--- config.mk ---
export PLATFORM = sky130hd
export DESIGN_NAME = battery_led_bar_gauge
export DESIGN_NICKNAME = d
export VERILOG_FILES = /design/src/sv/blg_pkg.sv /design/src/sv/blg_step.sv /design/src/sv/battery_led_bar_gauge.sv
export SDC_FILE = /design/constraint.sdc
export NUM_CORES = 1
export LEC_CHECK = 0
export ABC_CLOCK_PERIOD_IN_PS = 9300
export BUFFER_PORTS_ARGS = -buffer_cell sky130_fd_sc_hd__clkbuf_2
export CAP_MARGIN = 10
export CORE_MARGIN = 4
export CORE_UTILIZATION = 39
export CTS_CLUSTER_DIAMETER = 80
export DETAILED_ROUTE_END_ITERATION = 16
export PLACE_DENSITY = 0.66
export SKIP_LAST_GASP = 1
export SYNTH_ARGS = -nofsm -noshare
export SYNTH_HDL_FRONTEND = slang
export SYNTH_SLANG_ARGS = --single-unit
--- constraint.sdc ---
create_clock -name clk -period 9.3 [get_ports clk]
set_input_delay 1.86 -clock clk [delete_from_list [all_inputs] [get_ports clk]]
set_output_delay 1.86 -clock clk [all_outputs]
set_load 0.02 [all_outputs]
--- src/sv/blg_pkg.sv ---
// Package for the battery LED bar gauge: register map, reset values and the
// structs shared by the step logic and the top level. No dependencies.
package blg_pkg;

    localparam int MV_W    = 14;
    localparam int CNT_W   = 8;
    localparam int LED_N   = 4;
    localparam int IDX_W   = 3;

    // Register indexes on the configuration port
    localparam logic [IDX_W-1:0] REG_LEVEL1          = 3'd0;
    localparam logic [IDX_W-1:0] REG_LEVEL2          = 3'd1;
    localparam logic [IDX_W-1:0] REG_LEVEL3          = 3'd2;
    localparam logic [IDX_W-1:0] REG_LEVEL4          = 3'd3;
    localparam logic [IDX_W-1:0] REG_CEILING         = 3'd4;
    localparam logic [IDX_W-1:0] REG_DISCHARGE_FLOOR = 3'd5;
    localparam logic [IDX_W-1:0] REG_CHARGE_FLOOR    = 3'd6;
    localparam logic [IDX_W-1:0] REG_BLINK_TICKS     = 3'd7;

    // Reset values
    localparam logic [MV_W-1:0]  LEVEL1_RST          = 14'd6200;
    localparam logic [MV_W-1:0]  LEVEL2_RST          = 14'd6600;
    localparam logic [MV_W-1:0]  LEVEL3_RST          = 14'd7200;
    localparam logic [MV_W-1:0]  LEVEL4_RST          = 14'd7800;
    localparam logic [MV_W-1:0]  CEILING_RST         = 14'd15000;
    localparam logic [MV_W-1:0]  DISCHARGE_FLOOR_RST = 14'd5000;
    localparam logic [MV_W-1:0]  CHARGE_FLOOR_RST    = 14'd3000;
    localparam logic [CNT_W-1:0] BLINK_TICKS_RST     = 8'd5;
    localparam logic [MV_W-1:0]  TRACKED_RST         = 14'd12601;

    // Bar patterns
    localparam logic [LED_N-1:0] BAR_NONE  = 4'b0000;
    localparam logic [LED_N-1:0] BAR_ONE   = 4'b0001;
    localparam logic [LED_N-1:0] BAR_TWO   = 4'b0011;
    localparam logic [LED_N-1:0] BAR_THREE = 4'b0111;
    localparam logic [LED_N-1:0] BAR_FULL  = 4'b1111;

    typedef struct packed {
        logic [MV_W-1:0]  level1_mv;
        logic [MV_W-1:0]  level2_mv;
        logic [MV_W-1:0]  level3_mv;
        logic [MV_W-1:0]  level4_mv;
        logic [MV_W-1:0]  ceiling_mv;
        logic [MV_W-1:0]  discharge_floor_mv;
        logic [MV_W-1:0]  charge_floor_mv;
        logic [CNT_W-1:0] blink_ticks;
    } cfg_t;

    typedef struct packed {
        logic [MV_W-1:0]  tracked_mv;
        logic [CNT_W-1:0] blink_count;
        logic [LED_N-1:0] led_bits;   // bit0 = LED1
    } gauge_state_t;

endpackage

--- src/sv/blg_step.sv ---
// Next-state logic of the gauge for one tick: tracking, level select, blink.
// Depends on blg_pkg.
module blg_step
(
    input  blg_pkg::cfg_t            cfg,
    input  blg_pkg::gauge_state_t    st,
    input  logic                     discharging,
    input  logic                     charger_present,
    input  logic [blg_pkg::MV_W-1:0] battery_mv,
    input  logic                     charge_done,
    output blg_pkg::gauge_state_t    nxt,
    output logic                     clear_req
);

    logic [blg_pkg::MV_W-1:0]  trk_dis;
    logic [blg_pkg::MV_W-1:0]  trk_chg;
    logic [blg_pkg::CNT_W-1:0] cnt_inc;
    logic                      cnt_hit;
    logic [blg_pkg::LED_N-1:0] lit_mask;
    logic [1:0]                blink_pos;
    logic                      chg_level;
    logic [blg_pkg::LED_N-1:0] pos_bit;
    logic [blg_pkg::LED_N-1:0] keep_bit;

    // Tracked voltage candidates: minimum on discharge, maximum on charge
    assign trk_dis = (battery_mv > cfg.discharge_floor_mv && battery_mv < st.tracked_mv)
                     ? battery_mv : st.tracked_mv;
    assign trk_chg = (battery_mv > cfg.charge_floor_mv && battery_mv > st.tracked_mv)
                     ? battery_mv : st.tracked_mv;

    assign cnt_inc = st.blink_count + 8'd1;
    assign cnt_hit = (cnt_inc >= cfg.blink_ticks);

    // Charge mode level: lit bar below and the blinking LED position
    always_comb
    begin
        chg_level = 1'b1;
        lit_mask  = blg_pkg::BAR_NONE;
        blink_pos = 2'd0;
        if (trk_chg < cfg.level2_mv)
        begin
            lit_mask  = blg_pkg::BAR_NONE;
            blink_pos = 2'd0;
        end
        else if (trk_chg < cfg.level3_mv)
        begin
            lit_mask  = blg_pkg::BAR_ONE;
            blink_pos = 2'd1;
        end
        else if (trk_chg < cfg.level4_mv)
        begin
            lit_mask  = blg_pkg::BAR_TWO;
            blink_pos = 2'd2;
        end
        else if (trk_chg < cfg.ceiling_mv)
        begin
            lit_mask  = blg_pkg::BAR_THREE;
            blink_pos = 2'd3;
        end
        else
        begin
            chg_level = 1'b0;
        end
    end

    // Blinking LED keeps its state, toggles when the count reaches the period
    assign pos_bit  = blg_pkg::BAR_ONE << blink_pos;
    assign keep_bit = cnt_hit ? ((st.led_bits & pos_bit) ^ pos_bit) : (st.led_bits & pos_bit);

    always_comb
    begin
        nxt       = st;
        clear_req = 1'b0;
        if (discharging && !charger_present)
        begin
            nxt.tracked_mv = trk_dis;
            if (trk_dis < cfg.level1_mv)
            begin
                // low: LED1 blinks alone
                nxt.blink_count = cnt_hit ? '0 : cnt_inc;
                nxt.led_bits    = {3'b000, st.led_bits[0] ^ cnt_hit};
            end
            else if (trk_dis < cfg.level2_mv)
                nxt.led_bits = blg_pkg::BAR_ONE;
            else if (trk_dis < cfg.level3_mv)
                nxt.led_bits = blg_pkg::BAR_TWO;
            else if (trk_dis < cfg.level4_mv)
                nxt.led_bits = blg_pkg::BAR_THREE;
            else if (trk_dis < cfg.ceiling_mv)
                nxt.led_bits = blg_pkg::BAR_FULL;
        end
        else if (charger_present)
        begin
            nxt.blink_count = cnt_inc;
            if (charge_done)
            begin
                clear_req       = 1'b1;
                nxt.blink_count = '0;
                nxt.led_bits    = blg_pkg::BAR_FULL;
            end
            else
            begin
                nxt.tracked_mv = trk_chg;
                if (chg_level)
                begin
                    nxt.led_bits = lit_mask | keep_bit;
                    if (cnt_hit)
                        nxt.blink_count = '0;
                end
            end
        end
        else
        begin
            nxt.led_bits = blg_pkg::BAR_NONE;
        end
    end

endmodule

--- src/sv/battery_led_bar_gauge.sv ---
// Top level of the battery LED bar gauge: configuration registers, gauge
// state, and the result register. Depends on blg_pkg and blg_step.
//
//  channel   handshake              payload
//  -------   ---------------------  -------------------------------------------
//  input     in_valid / in_ready    discharging, charger_present, battery_mv,
//                                   charge_done
//  result    out_valid / out_ready  led_one..led_four, clear_done_request
//  config    cfg_write (no wait)    cfg_index, cfg_data
//
// One item per cycle while results are taken: the whole tick is evaluated in
// the cycle it is accepted and its result is in the result register on the
// next cycle. in_ready is high whenever the result register is empty or being
// taken, so a stalled result only holds off the next item. Reset restores all
// configuration registers to their defaults, puts the gauge state at its start
// values and empties the result register.
module battery_led_bar_gauge
(
    input  logic                      clk,
    input  logic                      rst_n,
    // configuration
    input  logic                      cfg_write,
    input  logic [blg_pkg::IDX_W-1:0] cfg_index,
    input  logic [blg_pkg::MV_W-1:0]  cfg_data,
    // input items
    input  logic                      in_valid,
    output logic                      in_ready,
    input  logic                      discharging,
    input  logic                      charger_present,
    input  logic [blg_pkg::MV_W-1:0]  battery_mv,
    input  logic                      charge_done,
    // result items
    output logic                      out_valid,
    input  logic                      out_ready,
    output logic                      led_one,
    output logic                      led_two,
    output logic                      led_three,
    output logic                      led_four,
    output logic                      clear_done_request
);

    blg_pkg::cfg_t         cfg_reg;
    blg_pkg::gauge_state_t state_reg;
    blg_pkg::gauge_state_t state_next;
    logic                  clear_next;
    logic                  out_valid_reg;
    logic [blg_pkg::LED_N-1:0] led_reg;
    logic                  clear_reg;
    logic                  in_accept;

    assign in_ready  = !out_valid_reg || out_ready;
    assign in_accept = in_valid && in_ready;

    // Configuration registers
    always_ff @(posedge clk or negedge rst_n)
    begin
        if (!rst_n)
        begin
            cfg_reg.level1_mv          <= blg_pkg::LEVEL1_RST;
            cfg_reg.level2_mv          <= blg_pkg::LEVEL2_RST;
            cfg_reg.level3_mv          <= blg_pkg::LEVEL3_RST;
            cfg_reg.level4_mv          <= blg_pkg::LEVEL4_RST;
            cfg_reg.ceiling_mv         <= blg_pkg::CEILING_RST;
            cfg_reg.discharge_floor_mv <= blg_pkg::DISCHARGE_FLOOR_RST;
            cfg_reg.charge_floor_mv    <= blg_pkg::CHARGE_FLOOR_RST;
            cfg_reg.blink_ticks        <= blg_pkg::BLINK_TICKS_RST;
        end
        else if (cfg_write)
        begin
            case (cfg_index)
                blg_pkg::REG_LEVEL1:          cfg_reg.level1_mv          <= cfg_data;
                blg_pkg::REG_LEVEL2:          cfg_reg.level2_mv          <= cfg_data;
                blg_pkg::REG_LEVEL3:          cfg_reg.level3_mv          <= cfg_data;
                blg_pkg::REG_LEVEL4:          cfg_reg.level4_mv          <= cfg_data;
                blg_pkg::REG_CEILING:         cfg_reg.ceiling_mv         <= cfg_data;
                blg_pkg::REG_DISCHARGE_FLOOR: cfg_reg.discharge_floor_mv <= cfg_data;
                blg_pkg::REG_CHARGE_FLOOR:    cfg_reg.charge_floor_mv    <= cfg_data;
                blg_pkg::REG_BLINK_TICKS:
                    cfg_reg.blink_ticks <= cfg_data[blg_pkg::CNT_W-1:0];
                default: ;
            endcase
        end
    end

    // Tick evaluation
    blg_step u_step
    (
        .cfg             (cfg_reg),
        .st              (state_reg),
        .discharging     (discharging),
        .charger_present (charger_present),
        .battery_mv      (battery_mv),
        .charge_done     (charge_done),
        .nxt             (state_next),
        .clear_req       (clear_next)
    );

    // Gauge state
    always_ff @(posedge clk or negedge rst_n)
    begin
        if (!rst_n)
        begin
            state_reg.tracked_mv  <= blg_pkg::TRACKED_RST;
            state_reg.blink_count <= '0;
            state_reg.led_bits    <= blg_pkg::BAR_NONE;
        end
        else if (in_accept)
        begin
            state_reg <= state_next;
        end
    end

    // Result register
    always_ff @(posedge clk or negedge rst_n)
    begin
        if (!rst_n)
            out_valid_reg <= 1'b0;
        else if (in_ready)
            out_valid_reg <= in_valid;
    end

    always_ff @(posedge clk)
    begin
        if (in_accept)
        begin
            led_reg   <= state_next.led_bits;
            clear_reg <= clear_next;
        end
    end

    assign out_valid          = out_valid_reg;
    assign led_one            = led_reg[0];
    assign led_two            = led_reg[1];
    assign led_three          = led_reg[2];
    assign led_four           = led_reg[3];
    assign clear_done_request = clear_reg;

`ifndef ASSERT_OFF
    // A clear request always comes with the full bar
    assert property (@(posedge clk) disable iff (!rst_n)
        out_valid_reg && clear_reg |-> led_reg == blg_pkg::BAR_FULL)
        else $error("clear request without full bar");

    // Charge done clears the blink counter
    assert property (@(posedge clk) disable iff (!rst_n)
        in_accept && charger_present && charge_done |=> state_reg.blink_count == '0)
        else $error("blink count not cleared on charge done");

    // Discharge tracking never raises the tracked voltage
    assert property (@(posedge clk) disable iff (!rst_n)
        in_accept && discharging && !charger_present
        |=> state_reg.tracked_mv <= $past(state_reg.tracked_mv))
        else $error("tracked voltage rose on discharge");

    // Result register tracks the state LEDs after every item
    assert property (@(posedge clk) disable iff (!rst_n)
        in_accept |=> led_reg == state_reg.led_bits)
        else $error("result LEDs differ from gauge state");
`endif

endmodule
After elaboration in Yosys (flattened, before gate mapping)
Cells that the tools add are included.
- input port bits: 39
- logic and storage cells: 93
- output and inout port bits: 7
- flip-flop bits (word level): 138
- eq/ne operators: 9
- $add $sub $neg: 1
- shift-type cells: 1
- bitwise gates (word level): 5
- reductions and logical operators: 20
- mux-type cells: 29
- $lt $le $gt $ge: 14
- operator list (operator ; count):
    $lt 14x14->1 ; 10
    $gt 14x14->1 ; 3
    $mux 14 ; 3
    $mux 4 ; 10
    $mux 26 ; 1
    $mux 12 ; 2
    $mux 22 ; 1
    $mux 8 ; 2
    $reduce_and 2->1 ; 8
    $eq 3x3->1 const B ; 4
    $add 8x1->8 const B ; 1
    $ge 8x8->1 ; 1
    $mux 2 ; 4
    $eq 3x2->1 const B ; 2
    $reduce_and 3->1 ; 2
    $mux 1 ; 5
    $and 4x4->4 ; 1
    $logic_and 1x1->1 ; 4
    $or 4x4->4 ; 1
    $shl 1x2->4 const A ; 1
    $xor 4x4->4 ; 1
    $eq 3x1->1 const B ; 1
    $logic_not 3->1 ; 1
    $mux 3 ; 1
    other kinds (8) ; 9

Logic depth before layout (Yosys ltp)
Gate-level depths: netlist of the first run.
- depth after elaboration: 17
- mapped depth: 22
- gate-level depth less buffers: 20

By module
Synthesis of the first run repeated with hierarchy kept, for this count alone.
- cell total of the unflattened synthesis: 1074
- area total of the unflattened synthesis: 10766.6 um2
- modules (own cells, without submodules) (module ; area each (um2) ; cells an instance ; instances ; seq. area each (um2)):
    blg_step ; 5555.3 ; 779 ; 1 ; 0.0
    battery_led_bar_gauge ; 5211.2 ; 295 ; 1 ; 3542.1

Least setup slack after synthesis of the first run
OpenSTA, ideal clock, no wires.
- path kind: input -> register
- from: in battery_mv[13] in the netlist's numbering
- to: reg led_reg[2] in the netlist's numbering, data pin
- arrival: 5.816 ns
- stages: 19
- slack: 3.219 ns
- buffers on the path: 1
- setup time: 0.265 ns
- data required time: 9.035 ns
- cell sequence: ha_1 nand4_2 nor3_2 o31ai_2 a21o_1 nor2_1 clkbuf_1 nand2_1 o21ai_1 ha_1 a21o_1 a211oi_1 o21ai_0 a2111oi_0 o211ai_1 nand3_1 nand2b_1 a311oi_1 or3_1
- RTL lines (what ; RTL line ; source):
    start, declared ; battery_led_bar_gauge.sv:30 ; input logic [blg_pkg::MV_W-1:0] battery_mv,
    end signal, assigned ; battery_led_bar_gauge.sv:126 ; led_reg <= state_next.led_bits;
    end, declared ; battery_led_bar_gauge.sv:47 ; logic [blg_pkg::LED_N-1:0] led_reg;

==> flow_summary.json, run 1 <==
{
  "syn-num-nets": 1260,
  "wl_per_cell_um": 18.2,
  "core_um2": 25400,
  "multiInputGateArea_um2": 6100,
  "htreeDepth": 4,
  "drv_slew": 0,
  "synth_edf_count": 5,
  "maxCapViolCount": 0,
  "totalPowerFinal_mw": 3.57,
  "antennaDiodeCount": 0,
  "vias": 8026,
  "antenna_found_initial": 0,
  "cts_resized": 0,
  "synth_top_area_share_pct": 20.7,
  "firstDrtPassIters": 5,
  "synth-simple-area-share_pct": 13.1,
  "fin_nets": 1325,
  "fillers": 2427,
  "hp-class": "reg2reg",
  "die_w_um": 169,
  "synthTopCellsByArea": "ha_1, dfrtp_1, dfstp_2",
  "synth-adder-area-share_pct": 20.7,
  "netlist_area_um2": 10200,
  "cts_root_buffer": "clkbuf_16",
  "cts_setup_buffers": 0,
  "seqCellArea_um2": 3540,
  "grt_pass1_vias": 8146,
  "endpoint_kind": "register",
  "ys_seq_area_share_pct": 34.9,
  "ys_types": 71,
  "crit_arrival_ns": 6.82,
  "grt_usage_pct": 19.0,
  "r2r_cells": 20,
  "final_hold_viol_count": 0,
  "synth_top_family_by_area": "adder cells",
  "tightest_slew_ns": 1.02,
  "rsz0062_at_grt": "false",
  "cts_max_path_buffers": 2,
  "placed_cells": 1429,
  "setup_violations": 0,
  "synth_top_flop_cell": "dfrtp_1",
  "ys.warnings.count": 0,
  "ys_ff_latch": 138,
  "critical_path_required_ns": 9.48,
  "fin_crit_ns": 6.64,
  "stdcell_count": 1461,
  "fin_skew_ns": 0.0200,
  "clk_pin_slew_ns": 0.07,
  "async_reset_ff_share_pct": 96.4,
  "postSynthCellCount": 1053,
  "cts_buffers": 17,
  "drt_wl_total_mm": 26.6,
  "largest_reg_flops": 106,
  "worstSetupPathType": "in2reg",
  "yosys.cell_count.top_type": "ha_1",
  "areaGrowthSynthToFinish_pct": 12.8,
  "synth.area.mux_share_pct": 8.66,
  "cts_tree": "yes",
  "finalHoldWorstSlack_ns": 0.507,
  "port_buffers": 45,
  "grt_max_degree": 93,
  "finalWeightedCongestion": 0.914,
  "die_height_um": 169,
  "synth_compound_area_share_pct": 16.8,
  "yosys.area.top_type": "ha_1",
  "grt_pass1_wl_mm": 43.3,
  "start_util_pct": 40.0,
  "num_rows": 58,
  "placed_area_um2": 10900,
  "avgSynthCellArea_um2": 9.64,
  "drt_iter0_markers": 449,
  "grt_overflow_total": 0,
  "total_leakage_power_nw": 5.51,
  "io_pins": 46,
  "synth-xor-area-share_pct": 0.690,
  "ant_nets": 0,
  "finalSetupTns_ns": 0,
  "post_route_cells_drive_above_1_share_pct": 20.4,
  "design.die.area_um2": 28700,
  "via_per_inst": 5.49,
  "hpwl_mm": 20.8,
  "hold_depth": 1,
  "ir_drop_mv": 0.191,
  "clock-sinks": 138,
  "slew_headroom_pct": 31.6,
  "power_density_nw_per_um2": 311,
  "hold_buffers": 0,
  "remaining_drc_errors": 0,
  "start_kind": "input port",
  "min_period_over_period_pct": 71.4,
  "final_area_um2": 11500,
  "synth_commonest_cells": "ha_1, inv_1, nand2_1",
  "status": "completed",
  "clk-insertion-delay-late_ns": 0.44,
  "max_freq_mhz": 151,
  "crit_fanout": 27
}
critical path, stage by stage:
cell,delay [ns]
clkbuf_2,0.13
ha_1,0.34
and4_4,0.20
o21a_1,0.11
o31ai_2,0.36
a21o_1,0.29
nor2_1,0.08
buf_4,0.22
o21ai_1,0.44
ha_1,0.35
a21o_1,0.19
a211oi_1,0.22
o21ai_0,0.19
a2111oi_0,0.72
o211ai_1,0.18
nand3_1,0.28
nand2b_1,0.12
o21a_1,0.12
a211oi_1,0.34
o21ai_1,0.09
report_power, final:
group          internal, mW  switching, mW
logic                 0.853           1.21
registers             0.792         0.0667
clock network         0.347          0.299
cell type report:
| cell class | instances | share of cell area (%) |
|---|---|---|
| flip-flops and latches | 138 | 30.9 |
| inverters | 117 | 3.83 |
| clock buffers | 18 | 3.75 |
| multi-input cells | 775 | 53.3 |
| repair buffers | 69 | 3.59 |
| clock inverters | 14 | 0.994 |
| well taps | 330 | 3.60 |
path summary, 6_finish.rpt:
| kind | start | endpoint | slack [ns] |
|---|---|---|---|
| worst max-delay path | battery_mv[5] | led_reg[1] | 2.66 |
| worst min-delay path | cfg_reg[18] | cfg_reg[18] | 0.51 |
| worst max register to register | state_reg[17] | led_reg[1] | 3.65 |
| worst min register to register | cfg_reg[18] | cfg_reg[18] | 0.51 |
| max in group asynchronous | rst_n | cfg_reg[2] | 6.68 |
| min in group asynchronous | rst_n | cfg_reg[14] | 1.51 |
cell families (layout without fill, tap and decap cells):
group	after synthesis	after routing
adder cells (fa/ha/maj)	168	168
AND/OR/NAND/NOR	260	260
XOR/XNOR	8	8
AO/OA/AOI/OAI	258	258
multiplexers	81	81
buffers and inverters	140	218
flip-flops	138	138
routing by layer:
| layer | track usage, % | up-vias | share of wire [%] |
|---|---|---|---|
| li1 | - | 3935 | - |
| met1 | 25.2 | 3913 | 47 |
| met2 | 33.0 | 149 | 49 |
| met3 | 2.96 | 29 | 3.2 |
| met4 | 4.31 | 0 | 1.3 |
| met5 | 0 | - | 0 |
through the flow:
stage | utilization, % | worst slack [ns]
2_1_floorplan | - | 3.22
3_3_place_gp | 43.0 | 2.53
3_5_place_dp | 43.0 | 2.33
4_1_cts | 45.1 | 2.76
5_1_grt | 45.1 | 2.25
6_report | 45.1 | 2.66
cells in the final DEF (no fill, tap or decap), types with 4 or more instances in the layout:
master	synthesis	final
ha_1	168	168
inv_1	117	117
nand2_1	115	115
o21ai_0	97	97
dfrtp_1	82	82
mux2_2	54	54
dfstp_2	51	51
a21oi_1	45	45
clkbuf_2	0	44
a21o_1	36	36
mux2i_1	26	26
nor2_1	25	25
nand4_1	24	24
buf_4	0	24
clkbuf_16	0	17
nor2b_1	15	15
nand3_1	13	13
nand2b_1	12	12
and4_1	9	9
nor3_1	11	9
o211ai_1	9	9
and3_1	7	7
a22o_1	7	7
o21ai_1	6	6
edfxtp_1	5	5
clkinv_4	0	5
inv_6	0	5
a211oi_1	4	4
o21a_1	4	4
nor3_2	2	4
xnor2_1	4	4
xor2_1	4	4
o31ai_1	4	4
(Power assumes the default switching activity.)
==> run 2, diff against run 1 <==
--- a/config.mk
+++ b/config.mk
@@ -5,7 +5,7 @@
 export SDC_FILE = /design/constraint.sdc
 export NUM_CORES = 1
 export LEC_CHECK = 0
-export ABC_CLOCK_PERIOD_IN_PS = 9300
+export ABC_CLOCK_PERIOD_IN_PS = 6800
 export BUFFER_PORTS_ARGS = -buffer_cell sky130_fd_sc_hd__clkbuf_2
 export CAP_MARGIN = 10
 export CORE_MARGIN = 4
==> constraint.sdc (replaced) <==
create_clock -name clk -period 6.8 [get_ports clk]
set_input_delay 1.36 -clock clk [delete_from_list [all_inputs] [get_ports clk]]
set_output_delay 1.36 -clock clk [all_outputs]
set_load 0.02 [all_outputs]
==> run 2 against run 1 <==
Net effect: cell count about the same; highest routed layer unchanged; total power increased by 39%; clock power is 47% higher; non-clock buffer count grew 1; clock-buffer cell count is 1 lower; register-to-register slack worse by 2.4 ns; worst setup slack got worse by 1.9 ns; sequential power is 37% higher; final area increased by 0.49%; clock skew is 0.0079 ns lower.
==> flow_summary.json, run 2 (synthesis gave the netlist of run 1 again) <==
{
  "status": "completed",
  "wl_met1_mm": 12.2,
  "vias": 8028,
  "rsz0062_at_grt": "false",
  "critical_path_required_ns": 6.98,
  "port_buffers": 45,
  "post_route_cells_drive_above_1_share_pct": 20.6,
  "finalSetupTns_ns": 0,
  "die_w_um": 169,
  "largest_reg_flops": 106,
  "htreeDepth": 4,
  "remaining_drc_errors": 0,
  "clk-insertion-delay-late_ns": 0.44,
  "finalWeightedCongestion": 0.950,
  "grt_usage_pct": 19.0,
  "grt_pass1_wl_mm": 43.0,
  "slew_headroom_pct": 33.1,
  "hold_buffers": 0,
  "wl_met3_um": 798,
  "maxCapViolCount": 0,
  "cts_root_buffer": "clkbuf_16",
  "ir_drop_mv": 0.231,
  "antenna_found_initial": 0,
  "design.die.area_um2": 28700,
  "setup_slack_ns": 0.808,
  "cts_max_path_buffers": 2,
  "total_leakage_power_nw": 5.54,
  "drt_wl_total_mm": 26.6,
  "cts_setup_buffers": 0,
  "via_per_inst": 5.49,
  "placed_cells": 1430,
  "fillers": 2417,
  "hp-class": "reg2reg",
  "grt_pass1_vias": 8056,
  "max_freq_mhz": 167,
  "wl_per_cell_um": 18.2,
  "fin_nets": 1326,
  "clock-sinks": 138,
  "wl_met2_mm": 13.0,
  "mostFrequentLayoutCell": "ha_1",
  "antennaDiodeCount": 0,
  "fin_skew_ns": 0.0122,
  "cts_resized": 0,
  "drv_slew": 0,
  "final_area_um2": 11500,
  "setup_violations": 0,
  "crit_fanout": 27,
  "final_hold_viol_count": 0,
  "layout_common_cells": "ha_1, inv_1, nand2_1",
  "final_util_pct": 45.3,
  "start_kind": "input port",
  "min_period_over_period_pct": 88.1,
  "finalHoldWorstSlack_ns": 0.507,
  "maxUsedRoutingLayer": "met4",
  "fin_crit_ns": 5.99,
  "hpwl_mm": 20.8,
  "endpoint_kind": "register",
  "start_util_pct": 40.0,
  "stdcell_count": 1462,
  "placed_area_um2": 10900,
  "grt_max_degree": 83,
  "clk_pin_slew_ns": 0.07,
  "place_ws_ns": 0.406,
  "die_height_um": 169,
  "drt_iter0_markers": 588,
  "ant_nets": 0,
  "worstSetupPathType": "in2reg",
  "crit_arrival_ns": 6.17,
  "cts_tree": "yes",
  "core_um2": 25400,
  "grt_overflow_total": 0,
  "areaGrowthSynthToFinish_pct": 13.4,
  "num_rows": 58,
  "power_density_nw_per_um2": 432,
  "tightest_slew_ns": 0.998,
  "cts_buffers": 17,
  "totalPowerFinal_mw": 4.97,
  "firstDrtPassIters": 5,
  "io_pins": 46
}
==> run 2: cell count changes in the layout (fill, tap and decap cells not counted), sizes merged <==
cell	previous run	this run
inv	123	129
clkinv	6	2
clkinvlp	2	0
buf	25	26
bufinv	0	1
clkbuf	62	61
==> run 2: worst max-delay path, cell delays in order <==
cell and delay, ns:
clkbuf_2 0.14, ha_1 0.33, and4_4 0.20, o21a_1 0.11
o31ai_2 0.36, a21o_1 0.27, nor2_1 0.07, buf_4 0.22
o21ai_1 0.40, ha_1 0.35, a21o_1 0.19, a211oi_1 0.25
o21ai_0 0.17, a2111oi_0 0.58, o211ai_1 0.19, nand3_1 0.30
nand2b_1 0.14, o21a_1 0.13, a211oi_1 0.32, o21ai_1 0.10
==> run 2: routing by layer <==
layer	vias to the layer above	track usage [%]
met5	-	0
met4	0	6.30
met3	41	2.40
met2	162	32.6
met1	3889	24.9
li1	3936	-
==> run 2: report_power, final <==
group / switching [mW] / internal [mW]
logic: 1.67 / 1.17
registers: 0.0927 / 1.08
clock network: 0.427 / 0.525
==> run 2: area by class of cell <==
| type | count | area (um^2) | area share, % |
|---|---|---|---|
| multi-input cells | 775 | 6100 | 53.0 |
| flip-flops and latches | 138 | 3540 | 30.8 |
| inverters | 117 | 439 | 3.82 |
| clock buffers | 17 | 425 | 3.70 |
| repair buffers | 70 | 419 | 3.64 |
| well taps | 330 | 413 | 3.59 |
| clock inverters | 15 | 166 | 1.45 |
==> run 2: final timing paths <==
check / startpoint / endpoint / slack [ns] / cells past startpoint
min in group asynchronous: rst_n / cfg_reg[14] / 0.96 / 1
hold / removal: cfg_reg[52] / cfg_reg[52] / 0.51 / 1
max in group asynchronous: rst_n / cfg_reg[64] / 4.62 / 2
setup reg to reg: state_reg[15] / led_reg[1] / 1.29 / 20
hold reg to reg: cfg_reg[52] / cfg_reg[52] / 0.51 / 1
setup / recovery: battery_mv[3] / led_reg[1] / 0.81 / 20
==> run 3, diff against run 2 <==
--- a/config.mk
+++ b/config.mk
@@ -8,10 +8,12 @@
 export ABC_CLOCK_PERIOD_IN_PS = 6800
 export BUFFER_PORTS_ARGS = -buffer_cell sky130_fd_sc_hd__clkbuf_2
 export CAP_MARGIN = 10
+export CORE_ASPECT_RATIO = 0.5
 export CORE_MARGIN = 4
 export CORE_UTILIZATION = 39
 export CTS_CLUSTER_DIAMETER = 80
 export DETAILED_ROUTE_END_ITERATION = 16
+export GPL_TIMING_DRIVEN = 0
 export PLACE_DENSITY = 0.66
 export SKIP_LAST_GASP = 1
 export SYNTH_ARGS = -nofsm -noshare
==> run 3 against run 2 <==
Net effect: clock skew down 0.00064 ns; core utilization down 0.23 points; cell count up 0.75%; global-route usage up 0.29 points; total power down 0.92%; wire length up 3.7%; clock power up 3.5%; non-clock buffer count down 4; via count up 2.6%; worst setup slack worse by 0.47 ns; combinational power down 3%; final area down 0.52%; critical path type unchanged; highest routed layer unchanged.
==> flow_summary.json, run 3 (synthesis gave the netlist of run 1 again) <==
{
  "start_util_pct": 40.0,
  "hp-class": "reg2reg",
  "cp.buffers_inverters": 3,
  "core_um2": 25400,
  "final_hold_viol_count": 0,
  "grt_pass1_wl_mm": 43.5,
  "grt_overflow_total": 0,
  "cts_buffers": 17,
  "maxCapViolCount": 0,
  "crit_end": "led_reg[1]",
  "vias": 8235,
  "cts_max_path_buffers": 2,
  "port_buffers": 42,
  "finalWeightedCongestion": 0.931,
  "cts_root_buffer": "clkbuf_16",
  "max_freq_mhz": 155,
  "start_kind": "input port",
  "num_rows": 41,
  "fin_nets": 1322,
  "critical_path_required_ns": 6.98,
  "cp.depth": 22,
  "r2r_cells": 21,
  "fin_crit_ns": 6.46,
  "clk_pin_slew_ns": 0.06,
  "hpwl_mm": 21.6,
  "r2r_end": "led_reg[1]",
  "io_pins": 46,
  "via_per_inst": 5.59,
  "worstReg2RegStart": "state_reg[25]",
  "drt_wl_total_mm": 27.5,
  "clock-sinks": 138,
  "fillers": 2352,
  "rsz0062_at_grt": "false",
  "grt_pass1_vias": 8398,
  "clk-insertion-delay-late_ns": 0.44,
  "layout_common_cells": "ha_1, inv_1, nand2_1",
  "setup_slack_ns": 0.337,
  "status": "completed",
  "antenna_found_initial": 0,
  "design.die.area_um2": 28800,
  "max_stage_delay_ns": 0.56,
  "firstDrtPassIters": 5,
  "setup_violations": 0,
  "cp_top_family": "compound AO/OA/AOI/OAI gates",
  "reg2reg_slack_ns": 0.86,
  "place_ws_ns": -0.201,
  "crit_path_start": "battery_mv[9]",
  "hold_buffers": 0,
  "grt_usage_pct": 19.3,
  "drt_iter0_markers": 584,
  "drv_slew": 0,
  "crit_fanout": 10,
  "areaGrowthSynthToFinish_pct": 12.8,
  "min_period_over_period_pct": 95.0,
  "die_height_um": 122,
  "ir_drop_mv": 0.243,
  "power_density_nw_per_um2": 430,
  "die_w_um": 236,
  "endpoint_kind": "register",
  "grt_max_degree": 94,
  "ant_nets": 0,
  "largest_reg_flops": 106,
  "crit_chain": "clkbuf_2 -> ha_1 -> nand4_1 -> nor3_1 -> o21bai_1 -> and3_1 -> clkbuf_1 -> nor2_2 -> clkbuf_1 -> nand2_1 -> o21ai_1 -> ha_1 -> a21o_1 -> a211oi_1 -> o21ai_0 -> a2111oi_1 -> o211ai_1 -> nand3_1 -> nand2b_1 -> o2111a_1 -> nor3_1 -> o21ai_1",
  "crit_arrival_ns": 6.64,
  "htreeDepth": 4,
  "post_route_cells_drive_above_1_share_pct": 17.8,
  "cts_tree": "yes",
  "remaining_drc_errors": 0,
  "total_leakage_power_nw": 5.45,
  "wl_per_cell_um": 18.7,
  "mostFrequentLayoutCell": "ha_1",
  "totalPowerFinal_mw": 4.93,
  "worstSetupPathType": "in2reg",
  "tightest_slew_ns": 1.16,
  "fin_skew_ns": 0.0115,
  "slew_headroom_pct": 22.1,
  "critPathSlowestCell": "a2111oi_1"
}
==> run 3: changes by cell type in the layout (fill, tap and decap cells not counted), sizes merged <==
cell      before  now
clkinv         2    6
clkinvlp       0    2
bufinv         1    3
clkbuf        61   84
buf           26    3
inv          129  117
diode          0    1
==> run 3: timing repair <==
item	CTS	global route
gates resized for setup	0	2
buffers inserted	0	0
endpoints found under the setup margin	0	12
==> run 3: layer usage <==
layer / wire length (um) / GRT usage [%] / vias up
met2: 12900 / 32.7 / 212
met1: 12600 / 25.0 / 4048
met5: 0 / 0 / -
met3: 1580 / 4.07 / 37
met4: 522 / 6.08 / 0
li1: - / - / 3938
==> run 3: report_power, final <==
| group | total [mW] | internal (mW) | switching, mW |
|---|---|---|---|
| Sequential | 1.18 | 1.09 | 0.0953 |
| Clock | 0.985 | 0.606 | 0.379 |
| Combinational | 2.76 | 1.09 | 1.67 |
| Total | 4.93 | 2.78 | 2.15 |
==> run 3: area by class of cell <==
class	instances	area (um^2)	area share [%]
Clock buffer	21	472	4.12
Clock inverter	11	143	1.25
Tap cell	344	430	3.76
Sequential cell	138	3540	30.9
Timing Repair Buffer	43	246	2.15
Multi-Input combinational cell	775	6090	53.2
Buffer	23	86.3	0.754
Inverter	117	439	3.84
Antenna cell	1	2.50	0.0219
==> run 3: worst min-delay path by stage <==
stage,start,endpoint,slack (ns),cells after the start
after floorplan,cfg_reg[14],cfg_reg[14],0.48,1
after global placement,cfg_reg[4],cfg_reg[4],0.49,1
after detailed placement,cfg_reg[24],cfg_reg[24],0.49,1
after CTS,cfg_reg[24],cfg_reg[24],0.51,1
after global routing,cfg_reg[33],cfg_reg[33],0.52,1
final,cfg_reg[18],cfg_reg[18],0.50,1
==> run 3: worst register-to-register path: stages, from the launching register on <==
cell and delay (ns):
dfstp_2 0.51, inv_1 0.06, ha_1 0.33, nand4_2 0.15
nor3_2 0.30, o31ai_2 0.16, a21o_1 0.28, nor2_2 0.35
clkbuf_1 0.40, nand2_1 0.12, o21ai_1 0.35, ha_1 0.37
a21o_1 0.18, a211oi_1 0.24, o21ai_0 0.21, a2111oi_1 0.56
o211ai_1 0.17, nand3_1 0.30, nand2b_1 0.13, o2111a_1 0.16
nor3_1 0.25, o21ai_1 0.11
==> run 3: stage by stage <==
| stage | hold WS (ns) | cell area (um^2) | util [%] | TNS, ns | std cells |
|---|---|---|---|---|---|
| finish | 0.505 | 11400 | 45.1 | 0 | 1473 |
| global route | 0.522 | 11400 | 45.1 | 0 | 1472 |
| CTS | 0.506 | 11400 | 45.1 | 0 | 1472 |
| detailed placement | 0.493 | 10800 | 42.6 | -1.11 | 1440 |
| global placement | 0.488 | 10800 | 42.5 | 0 | 1439 |
| floorplan | 0.479 | 10200 | - | 0 | 1053 |
